[src/sv/ugnp_pkg.sv]
package ugnp_pkg;

  localparam int unsigned ValW   = 32;  // level-set values and speed
  localparam int unsigned PosW   = 31;  // spacings, radius, angle step, result
  localparam int unsigned FracW  = 16;
  localparam int unsigned DivLat = 32;  // precompute stage + one stage per quotient bit
  localparam int unsigned SqrtLat = 32; // one stage per root bit
  localparam int unsigned PipeLat = 1 + 2 * DivLat + 2 + SqrtLat;

  localparam logic [PosW-1:0] OutMax = {PosW{1'b1}};

  // configuration register indexes
  localparam logic CfgDirection = 1'b0;
  localparam logic CfgAngleStep = 1'b1;

  localparam logic [1:0] DirReset   = 2'b01;
  localparam logic [PosW-1:0] AngleReset = 31'd411775;

  // numerators and divisors handed from the front stage to the dividers
  typedef struct packed {
    logic [ValW-1:0] num_outer;
    logic [ValW-1:0] num_inner;
    logic [ValW-1:0] num_ang;
    logic [PosW-1:0] sp_outer;
    logic [PosW-1:0] sp_inner;
    logic [PosW-1:0] ang_step;
    logic [PosW-1:0] radius;
  } front_t;

endpackage

[src/sv/ugnp_div.sv]
// floor((num << 16) / den), saturated; one quotient bit per stage
module ugnp_div (
  input  logic                      clk_i,
  input  logic                      en_i,
  input  logic [ugnp_pkg::ValW-1:0] num_i,
  input  logic [ugnp_pkg::PosW-1:0] den_i,
  output logic [ugnp_pkg::PosW-1:0] quot_o
);

  localparam int unsigned W = ugnp_pkg::PosW;

  logic [W-1:0] rem_q  [0:W];
  logic [W-1:0] lo_q   [0:W];
  logic [W-1:0] den_q  [0:W];
  logic [W-1:0] quo_q  [0:W];
  logic         sat_q  [0:W];
  logic         zero_q [0:W];

  logic sat_d;

  // quotient overflows 31 bits when num >= den * 2^15
  assign sat_d = (num_i != '0) &&
                 ({14'd0, num_i} >= {den_i, 15'd0});

  always_ff @(posedge clk_i) begin
    if (en_i) begin
      rem_q[0]  <= {14'd0, num_i[ugnp_pkg::ValW-1:15]};
      lo_q[0]   <= {num_i[14:0], 16'd0};
      den_q[0]  <= den_i;
      quo_q[0]  <= '0;
      sat_q[0]  <= sat_d;
      zero_q[0] <= (num_i == '0);
    end
  end

  for (genvar k = 1; k <= W; k++) begin : g_stage
    logic [W:0] t, diff;
    logic       ge;
    assign t    = {rem_q[k-1], lo_q[k-1][W-1]};
    assign ge   = t >= {1'b0, den_q[k-1]};
    assign diff = t - {1'b0, den_q[k-1]};
    always_ff @(posedge clk_i) begin
      if (en_i) begin
        rem_q[k]  <= ge ? diff[W-1:0] : t[W-1:0];
        lo_q[k]   <= {lo_q[k-1][W-2:0], 1'b0};
        den_q[k]  <= den_q[k-1];
        quo_q[k]  <= {quo_q[k-1][W-2:0], ge};
        sat_q[k]  <= sat_q[k-1];
        zero_q[k] <= zero_q[k-1];
      end
    end
  end

  assign quot_o = zero_q[W] ? '0 : (sat_q[W] ? ugnp_pkg::OutMax : quo_q[W]);

endmodule

[config.mk]
export PLATFORM = sky130hd
export DESIGN_NAME = ugnp_div
export DESIGN_NICKNAME = d
export VERILOG_FILES = /design/src/sv/ugnp_pkg.sv /design/src/sv/ugnp_div.sv
export SDC_FILE = /design/constraint.sdc
export NUM_CORES = 2
export LEC_CHECK = 0
export BUFFER_PORTS_ARGS = -buffer_cell sky130_fd_sc_hd__clkbuf_2
export CELL_PAD_IN_SITES_DETAIL_PLACEMENT = 2
export CELL_PAD_IN_SITES_GLOBAL_PLACEMENT = 2
export CORE_MARGIN = 5
export CORE_UTILIZATION = 40
export CTS_CLUSTER_DIAMETER = 150
export DETAILED_ROUTE_END_ITERATION = 10
export GPL_ROUTABILITY_DRIVEN = 0
export MAX_ROUTING_LAYER = met4
export PLACE_DENSITY = 0.85
export SYNTH_ARGS = -nofsm -noshare
export SYNTH_HDL_FRONTEND = slang
export SYNTH_SLANG_ARGS = --single-unit
[constraint.sdc]
create_clock -name clk_i -period 3.5 [get_ports clk_i]
set_input_delay 0.7 -clock clk_i [delete_from_list [all_inputs] [get_ports clk_i]]
set_output_delay 0.7 -clock clk_i [all_outputs]
set_load 0.1 [all_outputs]
==> results of run 1 <==
metrics by stage:
step	setup TNS (ps)	setup slack (ps)	cell area, sq um
3_5_place_dp	-161560	-620.1	148900
2_1_floorplan	0	38.40	138000
3_3_place_gp	-9624	-321.4	148900
synthesized netlist by cell type, drive strengths merged, types with 36 or more instances:
cell type	n	area, sq um
xnor2	440	3854
buf	83	402.9
ha	964	12060
and3	86	538.0
o21ai	703	3526
o21bai	129	979.7
o21a	153	1149
a21boi	37	277.8
nor2b	121	757.0
nand4	143	894.6
and2	61	382.9
a211oi	79	598.1
o31ai	95	718.2
nor2	788	2958
a21oi	1011	5071
o211ai	40	305.3
inv	1242	4662
mux2	244	2849
nand2b	117	732.0
nand2	759	2849
nand3	176	893.4
edfxtp	2588	77710
a31oi	93	603.1
clkbuf	156	585.6
or2	37	231.5
nor3	151	760.7
a21o	485	3642
xor2	291	2549
or3	47	294.0
nor4	36	225.2
logic make-up after synthesis:
family          after synthesis  synth area share (%)
simple gates               2639                 9.055
fa+ha+maj                   994                 9.177
mux                         268                 2.239
buf+inv                    1482                 4.098
flops                      2588                 56.33
compound gates             3157                 14.46
xor+xnor                    731                 4.640
==> results.md, run 1 <==
Logic synthesis:
- The count of state elements after synthesis is 2588.
- Summing the sequential cell areas from Yosys gives 56.33% of the chip area.
- The primary flip-flop cell chosen by synthesis mapping is edfxtp_1.
- For this run, the number of Yosys warnings is 0.
- The share of flip-flops with an asynchronous set or reset is 0%.
- The post-synth net total is 12920.
- In this run the cell area of the synthesized design comes to 138000 sq um.
- Synthesis handed over a netlist of 11860 instances.
- Dividing the synthesized area by the synthesized cell count gives 11.63 sq um.
- The number of distinct library cell variants in the gate-level netlist after synthesis is 111.
- Yosys mapped a number of flops with a built-in enable equal to 2588.

Clock network:
- The total CTS buffers is 295.
- The total number of clock tree sinks is 2588.
- The H-tree generated during clock tree synthesis spans 5 levels.
- The longest clock path from root to sink contains 4 buffers.
- The number of resized instances in the post-cts repair step is 902.
- The number of buffers added to fix hold violations after cts is 62.
- In this run the post-CTS setup repair buffer count came out at 251.
- The tree is rooted in a clkbuf_16.

Floorplanning:
- The height of the chip is 597.3 um.
- The I/O pin count is 96.
- From left edge to right edge, the die measures 597.3 um.
- The initial core utilization is 40.20%.
- The floorplan has 215 rows.

Status:
- The tool reported: "[ERROR DPL-0033] detailed placement checks failed during check placement".
- The flow did not finish.
- It got as far as clock tree synthesis and failed there.

Placed design:
- The number of placed instances, taps included, is 16890.
- After legalization and detailed placement, the total HPWL measured 375000 um.
- In this run the tool buffered the top-level ports with 95 buffer cells.
==> run 2, diff against run 1 <==
==> config.mk (replaced) <==
export PLATFORM = sky130hd
export DESIGN_NAME = ugnp_div
export DESIGN_NICKNAME = d
export VERILOG_FILES = /design/src/sv/ugnp_pkg.sv /design/src/sv/ugnp_div.sv
export SDC_FILE = /design/constraint.sdc
export NUM_CORES = 2
export LEC_CHECK = 0
export BUFFER_PORTS_ARGS = -buffer_cell sky130_fd_sc_hd__clkbuf_2
export CORE_MARGIN = 5
export CORE_UTILIZATION = 30
export DETAILED_ROUTE_END_ITERATION = 10
export GPL_ROUTABILITY_DRIVEN = 0
export PLACE_DENSITY_LB_ADDON = 0.15
export SYNTH_ARGS = -nofsm -noshare
export SYNTH_HDL_FRONTEND = slang
export SYNTH_SLANG_ARGS = --single-unit
==> constraint.sdc (replaced) <==
create_clock -name clk_i -period 4.5 [get_ports clk_i]
set_input_delay 0.9 -clock clk_i [delete_from_list [all_inputs] [get_ports clk_i]]
set_output_delay 0.9 -clock clk_i [all_outputs]
set_load 0.1 [all_outputs]
==> run 2 against run 1 <==
  * Synthesized cell count stayed put
  * The run now ends clean
  * Area after synthesis stayed put
==> results.md, run 2 <==
Logic synthesis:
- Of the post-synthesis cell area, the part taken by muxes is 2.239%.
- The count of flip-flops with a built-in enable after synthesis is 2588.
- The post-synth net total is 12920.
- Among all cell types in the netlist, the one instantiated most often is edfxtp_1.
- Each instance of the synthesized netlist takes up on average 11.63 sq um.
- The count of state elements after synthesis is 2588.
- After technology mapping, the gate count stands at 11860.
- The post-synthesis compound-gate area fraction is 14.46%.
- The count of warnings emitted by yosys is 0.
- The area share of fa/ha/maj cells after synthesis is 9.177%.
- The sequential-to-total area share from yosys stat is 56.33%.
- Counting instances in the post-synthesis netlist gives the leading cell types as edfxtp_1, inv_1, a21oi_1, ha_1, nor2_1.
- The primary flip-flop cell chosen by synthesis mapping is edfxtp_1.
- The simple logic cell fraction of the synthesized area is 9.055%.
- The main combinational cell family by area after synthesis is compound AO/OA/AOI/OAI gates.
- The synthesized cell area is 138000 sq um.
- The area share of xor/xnor cells in the synthesized design is 4.640%.
- In the synthesized netlist the async set-or-reset flop fraction comes to 0%.
- Ranked by total cell area, the synthesized netlist is headed by edfxtp_1, ha_1, a21oi_1.
- The share of the synthesized area in the top cell type is 56.33%.
- The largest total area in the synthesized netlist belongs to edfxtp_1.
- After synthesis, the netlist uses 111 different library cells.

Timing:
- The portion of the clock cycle consumed by the worst path in the final layout is 95.69%.
- The setup skew after layout is 85.63 ps.
- The final-report hold violation count is 0.
- The worst pin sits at a relative slew slack of 28.30%.
- The slew at the pin closest to its max-slew limit is 1075 ps.
- The post-route setup TNS is 0 ps.
- Setup violations remaining at the end of the flow were counted as 0.
- The number of max-slew violations in the final report came to 0.
- Setup repair after global routing left no endpoint under its margin.
- The final critical path time including I/O delays and setup is 4306 ps.
- Based on the critical path, the design can be clocked at up to 0.2322 GHz.

Placed design:
- The total half-perimeter wirelength after legalization and detailed placement is 274100 um.
- Input and output buffers added on the ports amount to 95.
- In this run, placement finished with an instance count of 18070.

Power and ir drop:
- The completed layout was analyzed and its total power is 112300 uW.
- In this run, the clock network consumes 22.7% of the power.
- For this design the static power due to leakage is 0.06321 uW.
- Power spread over the standard cell area amounts to 711.8 nW/um^2.
- The internal power is 70320 uW.
- The switching share of total power is 37.36%.
- The part of the power in registers is 34.8%.
- The portion of total power attributed to combinational logic is 42.5%.
- The power spent charging and discharging nets is 41940 uW.
- The worst-case IR drop observed on VDD is 0.3412 mV.

Global route:
- The total overflow left after global routing is 0.
- The number of antenna violations at the first check in global routing is 4.
- The first global-routing pass estimated 547100 um of wire.
- The number of global-route vias before repair is 90450.
- The largest net degree at the start of global routing is 115.
- The all-layer global routing usage is 14.73%.

Min path:
- The worst hold path terminates at lo_q[0][15].
- The tightest min-delay check is of the primary input to flip-flop type.
- In this run the most critical hold path is launched from num_i[0].
- Along the worst hold path, the cell count comes to 1.

Finish:
- The count of placed standard cells in the final layout, fillers left out is 18630.
- The register with the most flip-flops in the layout has 961 of them.
- In the final layout, the registers with the most flip-flops are den_q: 961 flops, rem_q: 947 flops, quo_q: 496 flops.
- The top cell types in the final layout, fill and taps aside, are edfxtp_1, inv_1, a21oi_1, ha_1, nor2_1.
- The final-stage net count is 13290.
- Leaving out fill and tap cells, the most frequent cell in the layout is edfxtp_1.
- The register with the highest flop count is den_q.
- The post-synthesis to final-layout area growth is 14.31%.
- The share of layout cells above drive strength 1 is 9.019%.

Worst setup path:
- The category of cells accounting for the largest share of critical-path delay is compound AO/OA/AOI/OAI gates.
- The beginning of the critical path is den_q[1][0].
- The kind of start point of the critical path is a flip-flop.
- The longest individual stage delay on the worst path is 610 ps.
- The kind of critical path is flip-flop to flip-flop.
- The data arrival time of the worst path is 4970 ps.
- Across all register-to-register paths, the minimum setup slack is 190 ps.
- The total buffers and inverters traversed by the critical path is 1.
- The critical path goes through ha_1, fa_1, nor2b_1, o21ai_0, a21boi_0, o41ai_1, nand3_1, a31oi_1, o221ai_1, a31oi_4, buf_12, mux2_2.
- The number of cells on the worst reg-to-reg path is 12.
- The data required time of the critical path is 5160 ps.
- The endpoint identified for the worst register-to-register timing path is rem_q[2][34].
- The cell with the biggest individual delay on the critical path is edfxtp_1.
- Along the worst path, the maximum fanout reaches 54.
- The reg-to-reg startpoint is den_q[1][0].
- The worst setup path is captured at a flip-flop.

Route:
- In the routed layout, each cell is associated on average with a via count of 4.885.
- Once detail routing completed, the nets flagged for antenna violations numbered 0.
- The routed wirelength normalized by instance count is 19.39 um.
- The number of DRC markers after the initial detailed-route iteration is 6573.
- Summed over all layers, the routed wires come to 361200 um.
- The number of iterations in the first detailed-routing pass is 8.
- The routed layout has 91010 vias.
- The residual DRC count is 0.

Floorplanning:
- Measured along the y axis, the die boundary spans 688.2 um.
- After floorplanning, the core was sized to cover 459200 sq um.
- The initial core utilization is 30.04%.
- The I/O pin count is 96.
- The die covers 473600 sq um.
- Row generation in the floorplan step produced 249 rows.
- The floorplan step set the die width to 688.2 um.

Clock network:
- The total number of clock tree sinks is 2588.
- The maximum buffer depth of the clock tree is 4.
- The clock-pin transition on the worst setup and hold timing paths is 60 ps.
- Clock latency on the worst-skew pair, taken at its later pin, is 920 ps.
- The total CTS buffers is 312.
- The number of resized instances in the post-cts repair step is 0.
- After clock tree synthesis, the setup repair step added 0 buffers.
- In this run the clock root is driven by a clkbuf_16.
- TritonCTS built the clock tree.
- The number of buffers added to fix hold violations after cts is 0.
- The H-tree depth is 5.

Run:
- The max-capacitance violation count is 0.

Status:
- The flow ran to the end, and the final reports show no timing, DRC or antenna violations.
[run 2: cell counts after synthesis]
Identical to the previous run, type by type.
[run 2: worst max path at each step]
stage / cells past startpoint / endpoint
finish: 12 / rem_q[2][34]
global route: 12 / rem_q[2][34]
CTS: 12 / rem_q[2][34]
detailed placement: 12 / rem_q[2][34]
global placement: 12 / rem_q[2][34]
floorplan: 15 / rem_q[0][49]
[run 2: kinds of logic after synthesis]
| logic type | Yosys count |
|---|---|
| muxes | 268 |
| xor gates and xnor gates | 731 |
| buffers and inverters | 1482 |
| and+or+nand+nor | 2639 |
| adders and majority gates | 994 |
| DFF | 2588 |
| AOI/OAI and AO/OA | 3157 |
[run 2: final cells by class]
type	instances	area, sq um
fill	45370	301500
sequential	2588	77710
multi-input combinational	7789	54770
clock buffer	364	8066
tap	6149	7694
inverter	1243	4666
timing repair buffer	299	2572
clock inverter	191	2223
antenna	7	17.52
[run 2: per-layer routing]
layer	up-vias	share of wire [%]	global-route usage, %
met5	-	0	0
met4	0	3.3	4.685
met3	577	3.4	1.569
met2	1829	51	26.86
met1	44260	42	18.12
li1	44340	-	-
[run 2: stage by stage]
stage,utilization [%],instance area (sq um),hold slack [ps],setup slack [ps]
3_5_place_dp,32.10,147400,404.5,305.6
4_1_cts,34.34,157700,90.60,270.7
5_1_grt,34.34,157700,140.9,9.885
2_1_floorplan,-,138000,400.3,1038
3_3_place_gp,32.10,147400,400.2,385.7
6_report,34.34,157700,210.8,193.8
[run 2: worst reg2reg max path, delay by kind of cell (launching register included)]
kind                     cells  cell delay (ps)
AO/OA/AOI/OAI                6             1940
flip-flops                   1              610
adder cells (fa/ha/maj)      2              530
multiplexers                 1              420
AND/OR/NAND/NOR              2              280
buffers and inverters        1              270
[run 2: power groups by stage]
stage / registers (uW) / clock network (uW) / logic [uW]
2_1_floorplan: 37000 / 0 / 35600
3_3_place_gp: 39900 / 0 / 46900
3_5_place_dp: 39700 / 0 / 47400
4_1_cts: 39300 / 26400 / 47800
5_1_grt: 39600 / 27400 / 53100
6_report: 39100 / 25500 / 47700
Power figures use the tool's default switching activity.
