===== src/sv/ugnp_pkg.sv =====
package ugnp_pkg;

  localparam int unsigned ValW   = 32;  // level-set values and speed
  localparam int unsigned PosW   = 31;  // spacings, radius, angle step, result
  localparam int unsigned FracW  = 16;
  localparam int unsigned DivLat = 32;  // precompute stage + one stage per quotient bit
  localparam int unsigned SqrtLat = 32; // one stage per root bit
  localparam int unsigned PipeLat = 1 + 2 * DivLat + 2 + SqrtLat;

  localparam logic [PosW-1:0] OutMax = {PosW{1'b1}};

  // configuration register indexes
  localparam logic CfgDirection = 1'b0;
  localparam logic CfgAngleStep = 1'b1;

  localparam logic [1:0] DirReset   = 2'b01;
  localparam logic [PosW-1:0] AngleReset = 31'd411775;

  // numerators and divisors handed from the front stage to the dividers
  typedef struct packed {
    logic [ValW-1:0] num_outer;
    logic [ValW-1:0] num_inner;
    logic [ValW-1:0] num_ang;
    logic [PosW-1:0] sp_outer;
    logic [PosW-1:0] sp_inner;
    logic [PosW-1:0] ang_step;
    logic [PosW-1:0] radius;
  } front_t;

endpackage


===== src/sv/ugnp_front.sv =====
module ugnp_front (
  input  logic                         clk_i,
  input  logic                         en_i,
  input  logic signed [ugnp_pkg::ValW-1:0] center_value_i,
  input  logic signed [ugnp_pkg::ValW-1:0] outer_value_i,
  input  logic signed [ugnp_pkg::ValW-1:0] inner_value_i,
  input  logic signed [ugnp_pkg::ValW-1:0] ahead_value_i,
  input  logic signed [ugnp_pkg::ValW-1:0] behind_value_i,
  input  logic signed [ugnp_pkg::ValW-1:0] speed_i,
  input  logic [ugnp_pkg::PosW-1:0]    outer_spacing_i,
  input  logic [ugnp_pkg::PosW-1:0]    inner_spacing_i,
  input  logic [ugnp_pkg::PosW-1:0]    radius_i,
  input  logic signed [1:0]            dir_i,
  input  logic [ugnp_pkg::PosW-1:0]    angle_step_i,
  output ugnp_pkg::front_t             front_o
);

  ugnp_pkg::front_t front_d, front_q;
  logic first;
  logic [ugnp_pkg::ValW-1:0] n_ahead, n_behind;

  // positive part of a - b, signed operands
  function automatic logic [ugnp_pkg::ValW-1:0] pos_diff(
    input logic signed [ugnp_pkg::ValW-1:0] a,
    input logic signed [ugnp_pkg::ValW-1:0] b
  );
    logic signed [ugnp_pkg::ValW:0] d;
    d = {a[ugnp_pkg::ValW-1], a} - {b[ugnp_pkg::ValW-1], b};
    return (a > b) ? d[ugnp_pkg::ValW-1:0] : '0;
  endfunction

  always_comb begin
    // zero speed or zero direction falls to the second branch
    first = (!speed_i[ugnp_pkg::ValW-1] && (speed_i != '0) && (dir_i == 2'sb01)) ||
            (speed_i[ugnp_pkg::ValW-1] && dir_i[1]);
    if (first) begin
      front_d.num_outer = pos_diff(outer_value_i, center_value_i);
      front_d.num_inner = pos_diff(inner_value_i, center_value_i);
      n_ahead  = pos_diff(ahead_value_i, center_value_i);
      n_behind = pos_diff(behind_value_i, center_value_i);
    end else begin
      front_d.num_outer = pos_diff(center_value_i, outer_value_i);
      front_d.num_inner = pos_diff(center_value_i, inner_value_i);
      n_ahead  = pos_diff(center_value_i, ahead_value_i);
      n_behind = pos_diff(center_value_i, behind_value_i);
    end
    front_d.num_ang  = (n_ahead > n_behind) ? n_ahead : n_behind;
    front_d.sp_outer = outer_spacing_i;
    front_d.sp_inner = inner_spacing_i;
    front_d.ang_step = angle_step_i;
    front_d.radius   = radius_i;
  end

  always_ff @(posedge clk_i) begin
    if (en_i) begin
      front_q <= front_d;
    end
  end

  assign front_o = front_q;

endmodule


===== config.mk =====
export PLATFORM = sky130hd
export DESIGN_NAME = ugnp_front
export DESIGN_NICKNAME = d
export VERILOG_FILES = /design/src/sv/ugnp_pkg.sv /design/src/sv/ugnp_front.sv
export SDC_FILE = /design/constraint.sdc
export NUM_CORES = 1
export LEC_CHECK = 0
export ABC_AREA = 1
export BUFFER_PORTS_ARGS = -buffer_cell sky130_fd_sc_hd__buf_2
export CORE_ASPECT_RATIO = 1.25
export CORE_MARGIN = 2
export CORE_UTILIZATION = 35
export CTS_BUF_LIST = sky130_fd_sc_hd__clkbuf_4
export DETAILED_ROUTE_END_ITERATION = 8
export HOLD_SLACK_MARGIN = 0.06
export PLACE_DENSITY = 0.54
export SETUP_SLACK_MARGIN = 0.1
export SKIP_LAST_GASP = 1
export SLEW_MARGIN = 15
export SYNTH_ARGS = -nofsm -noshare
export SYNTH_HDL_FRONTEND = slang
export SYNTH_SLANG_ARGS = --single-unit

===== constraint.sdc =====
create_clock -name clk_i -period 10.2 [get_ports clk_i]
set_input_delay 0.51 -clock clk_i [delete_from_list [all_inputs] [get_ports clk_i]]
set_output_delay 0.51 -clock clk_i [all_outputs]
set_load 0.02 [all_outputs]

==> metrics, run 1 <==
Worst Hold Path EP=front_o[164]; DP Cell Count=5,453; CTS Buf Count=57; WHS Path Cells=1; largest net degree at the start of global routing=95; initial antenna violation count=23; ys flop type=edfxtp_1; Final Hold Fails=0; count of nets after finishing=5,283; EDFF count, synth=220; vias per inst=5.174; non-filler instance count after layout=5,671; vias post-DR=29,340; worst endpoint data arrival time=6.25 ns; chip width=249.8 um; TNS Setup=0 ns; Die Area=0.07777 mm2; router iterations before antenna repair=6; Setup Buffers After CTS=0; post_cts resized=0; Hold/Removal Path Class=in2reg; status=complete, no violations; Leak=17.06 nW; Area Overhead vs Synth=20.19%; Mapped Area=0.02644 mm2; Core ar.=0.07469 mm2; Setup WS post-layout=4.619 ns; Hold WS=0.1414 ns; asr flop ratio synth=0%; register bit total from synthesis=220; HP Start=en_i; CTS tree=built; sequential element share of the synthesized area=24.99%; CTS sink cnt=220; Critical Path RT=10.87 ns; fmax=179.2 MHz; hold buffers post-CTS=124; Mapped Nets=4,654; Pwr Density=127.7 mW/mm2; number of port buffers=539; CTS max path bufs=3; # IOs=540; Tot Pwr=4.060 mW; Initial Util=35.40%; Post-DRT Antenna Nets=0; dpl ws=3.883 ns; first-pass GRT wire length=187,600 um; hpwl dp=112,200 um; final wirelength=132,600 um; unrepaired setup endpoints after global routing=no; gr usage total=32.94%; Synth Instances=4,038; number of global-route vias before repair=28,786; gpl congestion=1.074; syn avg cell area=6.548 um2; Largest register FFs=220; Routed WL per cell=23.39 um; measured slew at the worst slew-check pin=1.168 ns; Reg clk slew, reported paths=0.08 ns; Worst slew margin=21.96%; Tcrit/Tclk final=54.72%; critical path class=in2reg; Synth cell types=49; CTS H-Tree Depth=2; final setup fails=0; synth warn=0; CP Capture Type=register; grt ovf=0; Final min period=5.581 ns; Final Max Slew Viols=0; DRC errors left=0; Die Y=311.3 um; Critical Path Source Type=input pin; CP Max Fanout=29; CTS root buf=clkbuf_4; num rows=112; layout cell share with drive strength beyond 1=15.90%; drt initial violations=2,334; Max Cap Viol=0; Peak supply drop=73.40 uV
per-stage QoR:
step	util, %	instance area, um2
3_3_place_gp	39.98	29860
4_1_cts	42.52	31760
5_1_grt	42.53	31770
6_report	42.55	31780
2_1_floorplan	-	26440
3_5_place_dp	39.98	29860
kinds of logic after synthesis:
logic type	after synthesis	share of synthesized area, %
adders and majority gates	296	14.23
and+or+nand+nor	2045	32.40
buffers and inverters	737	11.30
xor gates and xnor gates	151	5.002
DFF	220	24.99
AOI/OAI and AO/OA	589	12.08
report_power, final:
part | switching [mW] | internal, mW
clock | 0.403 | 0.365
sequential | 0.0371 | 1.16
combinational | 1.47 | 0.624
synth_stat cells (12+ instances only):
| master | count | share of area, % |
|---|---|---|
| a21o_1 | 19 | 0.54 |
| a21oi_1 | 314 | 5.9 |
| buf_2 | 47 | 0.89 |
| buf_4 | 12 | 0.34 |
| clkbuf_2 | 27 | 0.51 |
| edfxtp_1 | 220 | 25 |
| ha_1 | 288 | 14 |
| inv_1 | 611 | 8.7 |
| inv_2 | 20 | 0.28 |
| nand2_1 | 1340 | 19 |
| nand2_2 | 36 | 0.85 |
| nand2_4 | 25 | 1.1 |
| nand3_1 | 220 | 4.2 |
| nand3b_1 | 12 | 0.34 |
| nand4_1 | 41 | 0.97 |
| nor2_1 | 314 | 4.5 |
| nor3_1 | 17 | 0.32 |
| o21a_1 | 17 | 0.48 |
| o21ai_0 | 156 | 3.0 |
| o21ai_1 | 33 | 0.62 |
| o21bai_1 | 26 | 0.74 |
| xnor2_1 | 21 | 0.70 |
| xor2_1 | 130 | 4.3 |
worst max-delay path: stages:
cell and delay [ns]:
buf_2 0.41, inv_1 0.20, buf_4 0.27, fa_1 0.52
nand3_1 0.12, nand2_2 0.08, nand2_1 0.08, nand2_1 0.11
nand2_1 0.10, nand2_2 0.08, nand2_2 0.08, nand2_1 0.06
nand2_2 0.09, inv_2 0.05, nor2_4 0.88, nand2_1 0.14
nand2_1 0.15, ha_1 0.16, nand2_1 0.05, nor2_1 0.13
nand4_1 0.17, nor4_1 0.36, o21ai_0 0.25, a21boi_2 0.53
buf_4 0.41, nand2_1 0.10, nand2_1 0.07
worst max-delay path by stage:
stage | start | end | slack (ns)
floorplan | center_value_i[0] | front_o[133] | 6.16
global placement | center_value_i[1] | front_o[147] | 4.04
detailed placement | center_value_i[1] | front_o[147] | 3.88
CTS | center_value_i[1] | front_o[145] | 4.74
global route | center_value_i[1] | front_o[144] | 4.18
finish | center_value_i[1] | front_o[147] | 4.62
placed cells by master, fill, tap and decap left out, types with 6 or more instances in the layout:
cell,synthesis,layout
nand2_1,1340,1340
inv_1,611,611
buf_2,47,538
nor2_1,314,314
a21oi_1,314,313
ha_1,288,288
nand3_1,220,220
edfxtp_1,220,220
o21ai_0,156,156
xor2_1,130,130
dlygate4sd3_1,0,124
clkbuf_4,0,68
nand4_1,41,41
nand2_2,36,36
o21ai_1,33,33
o21bai_1,26,26
nand2_4,25,25
xnor2_1,21,21
inv_2,20,20
a21o_1,19,19
nor3_1,17,17
o21a_1,17,17
nand3b_1,12,12
buf_4,12,11
diode_2,0,9
and2_1,9,9
nor2_2,9,8
clkinv_1,2,8
fa_1,8,8
a21oi_2,7,6
nor2_4,5,6
clkinv_2,0,6
area by class of cell:
type                    instances  area, um2
inverters                     633       2376
well taps                     969       1212
diodes                          9      22.52
clock buffers                  68      510.5
flip-flops and latches        220       6606
multi-input cells            3081      16870
clock inverters                17      146.4
repair buffers                674       4031
fillers                      8142      42910
layer usage:
| layer | global-route usage [%] | vias to the layer above | routed length, um | share of wire [%] |
|---|---|---|---|---|
| li1 | - | 14121 | - | - |
| met1 | 38.11 | 13560 | 51260 | 39 |
| met2 | 57.98 | 1346 | 63580 | 48 |
| met3 | 4.836 | 295 | 9158 | 6.9 |
| met4 | 18.54 | 18 | 8508 | 6.4 |
| met5 | 0 | - | 118 | 0.089 |
(Power assumes the default switching activity.)
==> run 2, diff against run 1 <==
--- a/config.mk
+++ b/config.mk
@@ -5,7 +5,7 @@
 export SDC_FILE = /design/constraint.sdc
 export NUM_CORES = 1
 export LEC_CHECK = 0
-export ABC_AREA = 1
+export ABC_AREA = 0
 export BUFFER_PORTS_ARGS = -buffer_cell sky130_fd_sc_hd__buf_2
 export CORE_ASPECT_RATIO = 1.25
 export CORE_MARGIN = 2
@@ -13,7 +13,7 @@
 export CTS_BUF_LIST = sky130_fd_sc_hd__clkbuf_4
 export DETAILED_ROUTE_END_ITERATION = 8
 export HOLD_SLACK_MARGIN = 0.06
-export PLACE_DENSITY = 0.54
+export PLACE_DENSITY = 0.55
 export SETUP_SLACK_MARGIN = 0.1
 export SKIP_LAST_GASP = 1
 export SLEW_MARGIN = 15
==> constraint.sdc (replaced) <==
create_clock -name clk_i -period 5.3 [get_ports clk_i]
set_input_delay 0.265 -clock clk_i [delete_from_list [all_inputs] [get_ports clk_i]]
set_output_delay 0.265 -clock clk_i [all_outputs]
set_load 0.02 [all_outputs]
==> run 2 against run 1 <==
  * Synthesized area shrank 13%
  * Non-clock buffer count grew 658
  * Critical endpoint is now front_o[152]
  * Hold slack lost 0.059 ns
  * Cell area grew 7.3%
  * Critical path depth grew 2
==> metrics, run 2 <==
CTS tree=built (unchanged); unrepaired setup endpoints after global routing=no (unchanged); Tot Pwr=8.386 mW (was 4.060 mW); Leak=16.44 nW (was 17.06 nW); number of global-route vias before repair=27,539 (was 28,786); CP top delay family=compound AO/OA/AOI/OAI gates (was simple AND/OR/NAND/NOR gates); Hold/Removal Path Class=in2reg (unchanged); Post-DRT Antenna Nets=0 (unchanged); Peak supply drop=143.4 uV (was 73.40 uV); Die Y=291.1 um (was 311.3 um); DP Cell Count=4,537 (was 5,453); Mapped Area=0.02309 mm2 (was 0.02644 mm2); Synth Instances=2,672 (was 4,038); Die Area=0.06804 mm2 (was 0.07777 mm2); hpwl dp=93,950 um (was 112,200 um); gpl congestion=0.9718 (was 1.074); TNS Setup=0 ns (unchanged); Final min period=5.156 ns; critical path class=in2reg (unchanged); most common cell after layout, fill and taps aside=buf_4 (was nand2_1); dpl ws=-0.8887 ns (was 3.883 ns); EDFF count, synth=220 (unchanged); synth warn=0 (unchanged); max incr delay on CP=0.37 ns (was 0.88 ns); Cell Area, Placed=0.03120 mm2 (was 0.02986 mm2); CTS max path bufs=3 (unchanged); top post-synthesis cells by area=edfxtp_1 29%, ha_1 16%, a21oi_1 6.9%, a21o_1 4.7%, inv_1 4.0% (was edfxtp_1 25%, nand2_1 19%, ha_1 14%, inv_1 8.7%, a21oi_1 5.9%); multi-input logic area=0.01542 mm2 (was 0.01687 mm2); Critical Path RT=6.00 ns (was 10.87 ns); layout cell share with drive strength beyond 1=35.96% (was 15.90%); count of nets after finishing=4,532 (was 5,283); # IOs=540 (unchanged); measured slew at the worst slew-check pin=1.148 ns (was 1.168 ns); ys flop type=edfxtp_1 (unchanged); chip width=233.7 um (was 249.8 um); Final Max Slew Viols=0 (unchanged); top-area cell type share of the netlist area=28.62% (was 24.99%); Initial Util=35.29% (was 35.40%); Pwr Density=245.9 mW/mm2 (was 127.7 mW/mm2); CTS H-Tree Depth=2 (unchanged); first-pass GRT wire length=165,100 um (was 187,600 um); asr flop ratio synth=0% (unchanged); router iterations before antenna repair=6 (unchanged); fmax=193.9 MHz; Synth cell types=83 (was 49); CP Max Fanout=11 (was 29); Mapped Nets=3,288 (was 4,654); Core ar.=0.06543 mm2 (was 0.07469 mm2); initial antenna violation count=17 (was 23); Worst Path Buf+Inv=9 (was 5); CTS root buf=clkbuf_4 (unchanged); Filler cells=6,255 (was 8,142); Routed WL per cell=23.74 um (was 23.39 um); num rows=105 (was 112); final wirelength=114,800 um (was 132,600 um); CP Capture Type=register (unchanged); Tcrit/Tclk final=97.29%; area leader, netlist=edfxtp_1 (unchanged); slowest CP cell=ha_1 (was nor2_4); number of port buffers=539 (unchanged); CTS sink cnt=220 (unchanged); vias per inst=5.674 (was 5.174); list of most frequent post-synthesis cells=316 x a21oi_1, 288 x ha_1, 246 x inv_1, 220 x edfxtp_1, 166 x nor2_1 (was 1,340 x nand2_1, 611 x inv_1, 314 x a21oi_1, 314 x nor2_1, 288 x ha_1); most numerous cell in the Yosys netlist=a21oi_1 (was nand2_1); sequential element share of the synthesized area=28.62% (was 24.99%); Area Overhead vs Synth=47.72% (was 20.19%); gr usage total=32.21% (was 32.94%); register bit total from synthesis=220 (unchanged); final setup fails=0 (unchanged); non-filler instance count after layout=4,834 (was 5,671); syn avg cell area=8.640 um2 (was 6.548 um2); Max Cap Viol=0 (unchanged); DRC errors left=0 (unchanged); largest net degree at the start of global routing=120 (was 95); drt initial violations=2,070 (was 2,334); Final Hold Fails=0 (unchanged); worst endpoint data arrival time=5.86 ns (was 6.25 ns); status=complete, no violations (unchanged); Critical Path Source Type=input pin (unchanged); final core utilization=52.12% (was 42.55%); Worst slew margin=23.31% (was 21.96%); vias post-DR=27,427 (was 29,340); most frequent cell on the critical path=buf_4 (was nand2_1); leading cell types in the layout, fill and taps excluded=613 x buf_4, 537 x buf_2, 308 x a21oi_1 (was 1,340 x nand2_1, 611 x inv_1, 538 x buf_2); Reg clk slew, reported paths=0.06 ns (was 0.08 ns); Setup WS post-layout=0.1437 ns (was 4.619 ns); CTS Buf Count=60 (was 57); post-route design area=0.03410 mm2 (was 0.03178 mm2); Register Area=0.006606 mm2 (unchanged); Hold WS=0.08265 ns (was 0.1414 ns); grt ovf=0 (unchanged); Largest register FFs=220 (unchanged)
==> run 2: kinds of logic after synthesis <==
family | Yosys count | synth area share [%]
mux | 8 | 0.3848
buf+inv | 398 | 6.710
flops | 220 | 28.62
fa+ha+maj | 296 | 16.30
simple gates | 555 | 11.69
xor+xnor | 12 | 0.4553
compound gates | 1183 | 35.84
==> run 2: worst min-delay path, delay by kind of cell <==
kind | cells | cell delay [ns]
buf+inv | 2 | 0.24
fa+ha+maj | 1 | 0.18
compound gates | 2 | 0.13
==> run 2: what timing repair did <==
item | CTS | global route
setup endpoints to repair | 2 | 21
gates cloned | 0 | 3
hold endpoints to repair | 229 | 1
resized for setup | 3 | 82
buffers inserted | 1 | 10
hold buffers | 158 | 1
pin swaps | 1 | 32
==> run 2: worst paths after layout <==
kind / startpoint / endpoint / depth (start not counted)
hold / removal: behind_value_i[30] / front_o[154] / 5
setup / recovery: center_value_i[13] / front_o[152] / 29
==> run 2: final cells by class <==
class / count / area share, %
inverters: 246 / 2.766
flip-flops and latches: 220 / 19.37
well taps: 856 / 3.141
multi-input cells: 2056 / 45.20
repair buffers: 1332 / 27.19
clock buffers: 85 / 1.871
clock inverters: 29 / 0.3852
diodes: 10 / 0.07338
==> run 2: report_power, final <==
group | internal [mW] | switching [mW] | total [mW]
sequential | 2.20 | 0.0958 | 2.30
clock | 0.752 | 0.821 | 1.57
combinational | 1.95 | 2.56 | 4.51
==> run 2: metal layers <==
layer | GRT usage [%] | up-vias | wire length (um)
met5 | 0 | - | 68
met4 | 18.82 | 10 | 7502
met3 | 4.741 | 297 | 6903
met2 | 57.50 | 1207 | 56680
met1 | 35.92 | 13112 | 43630
li1 | - | 12801 | -
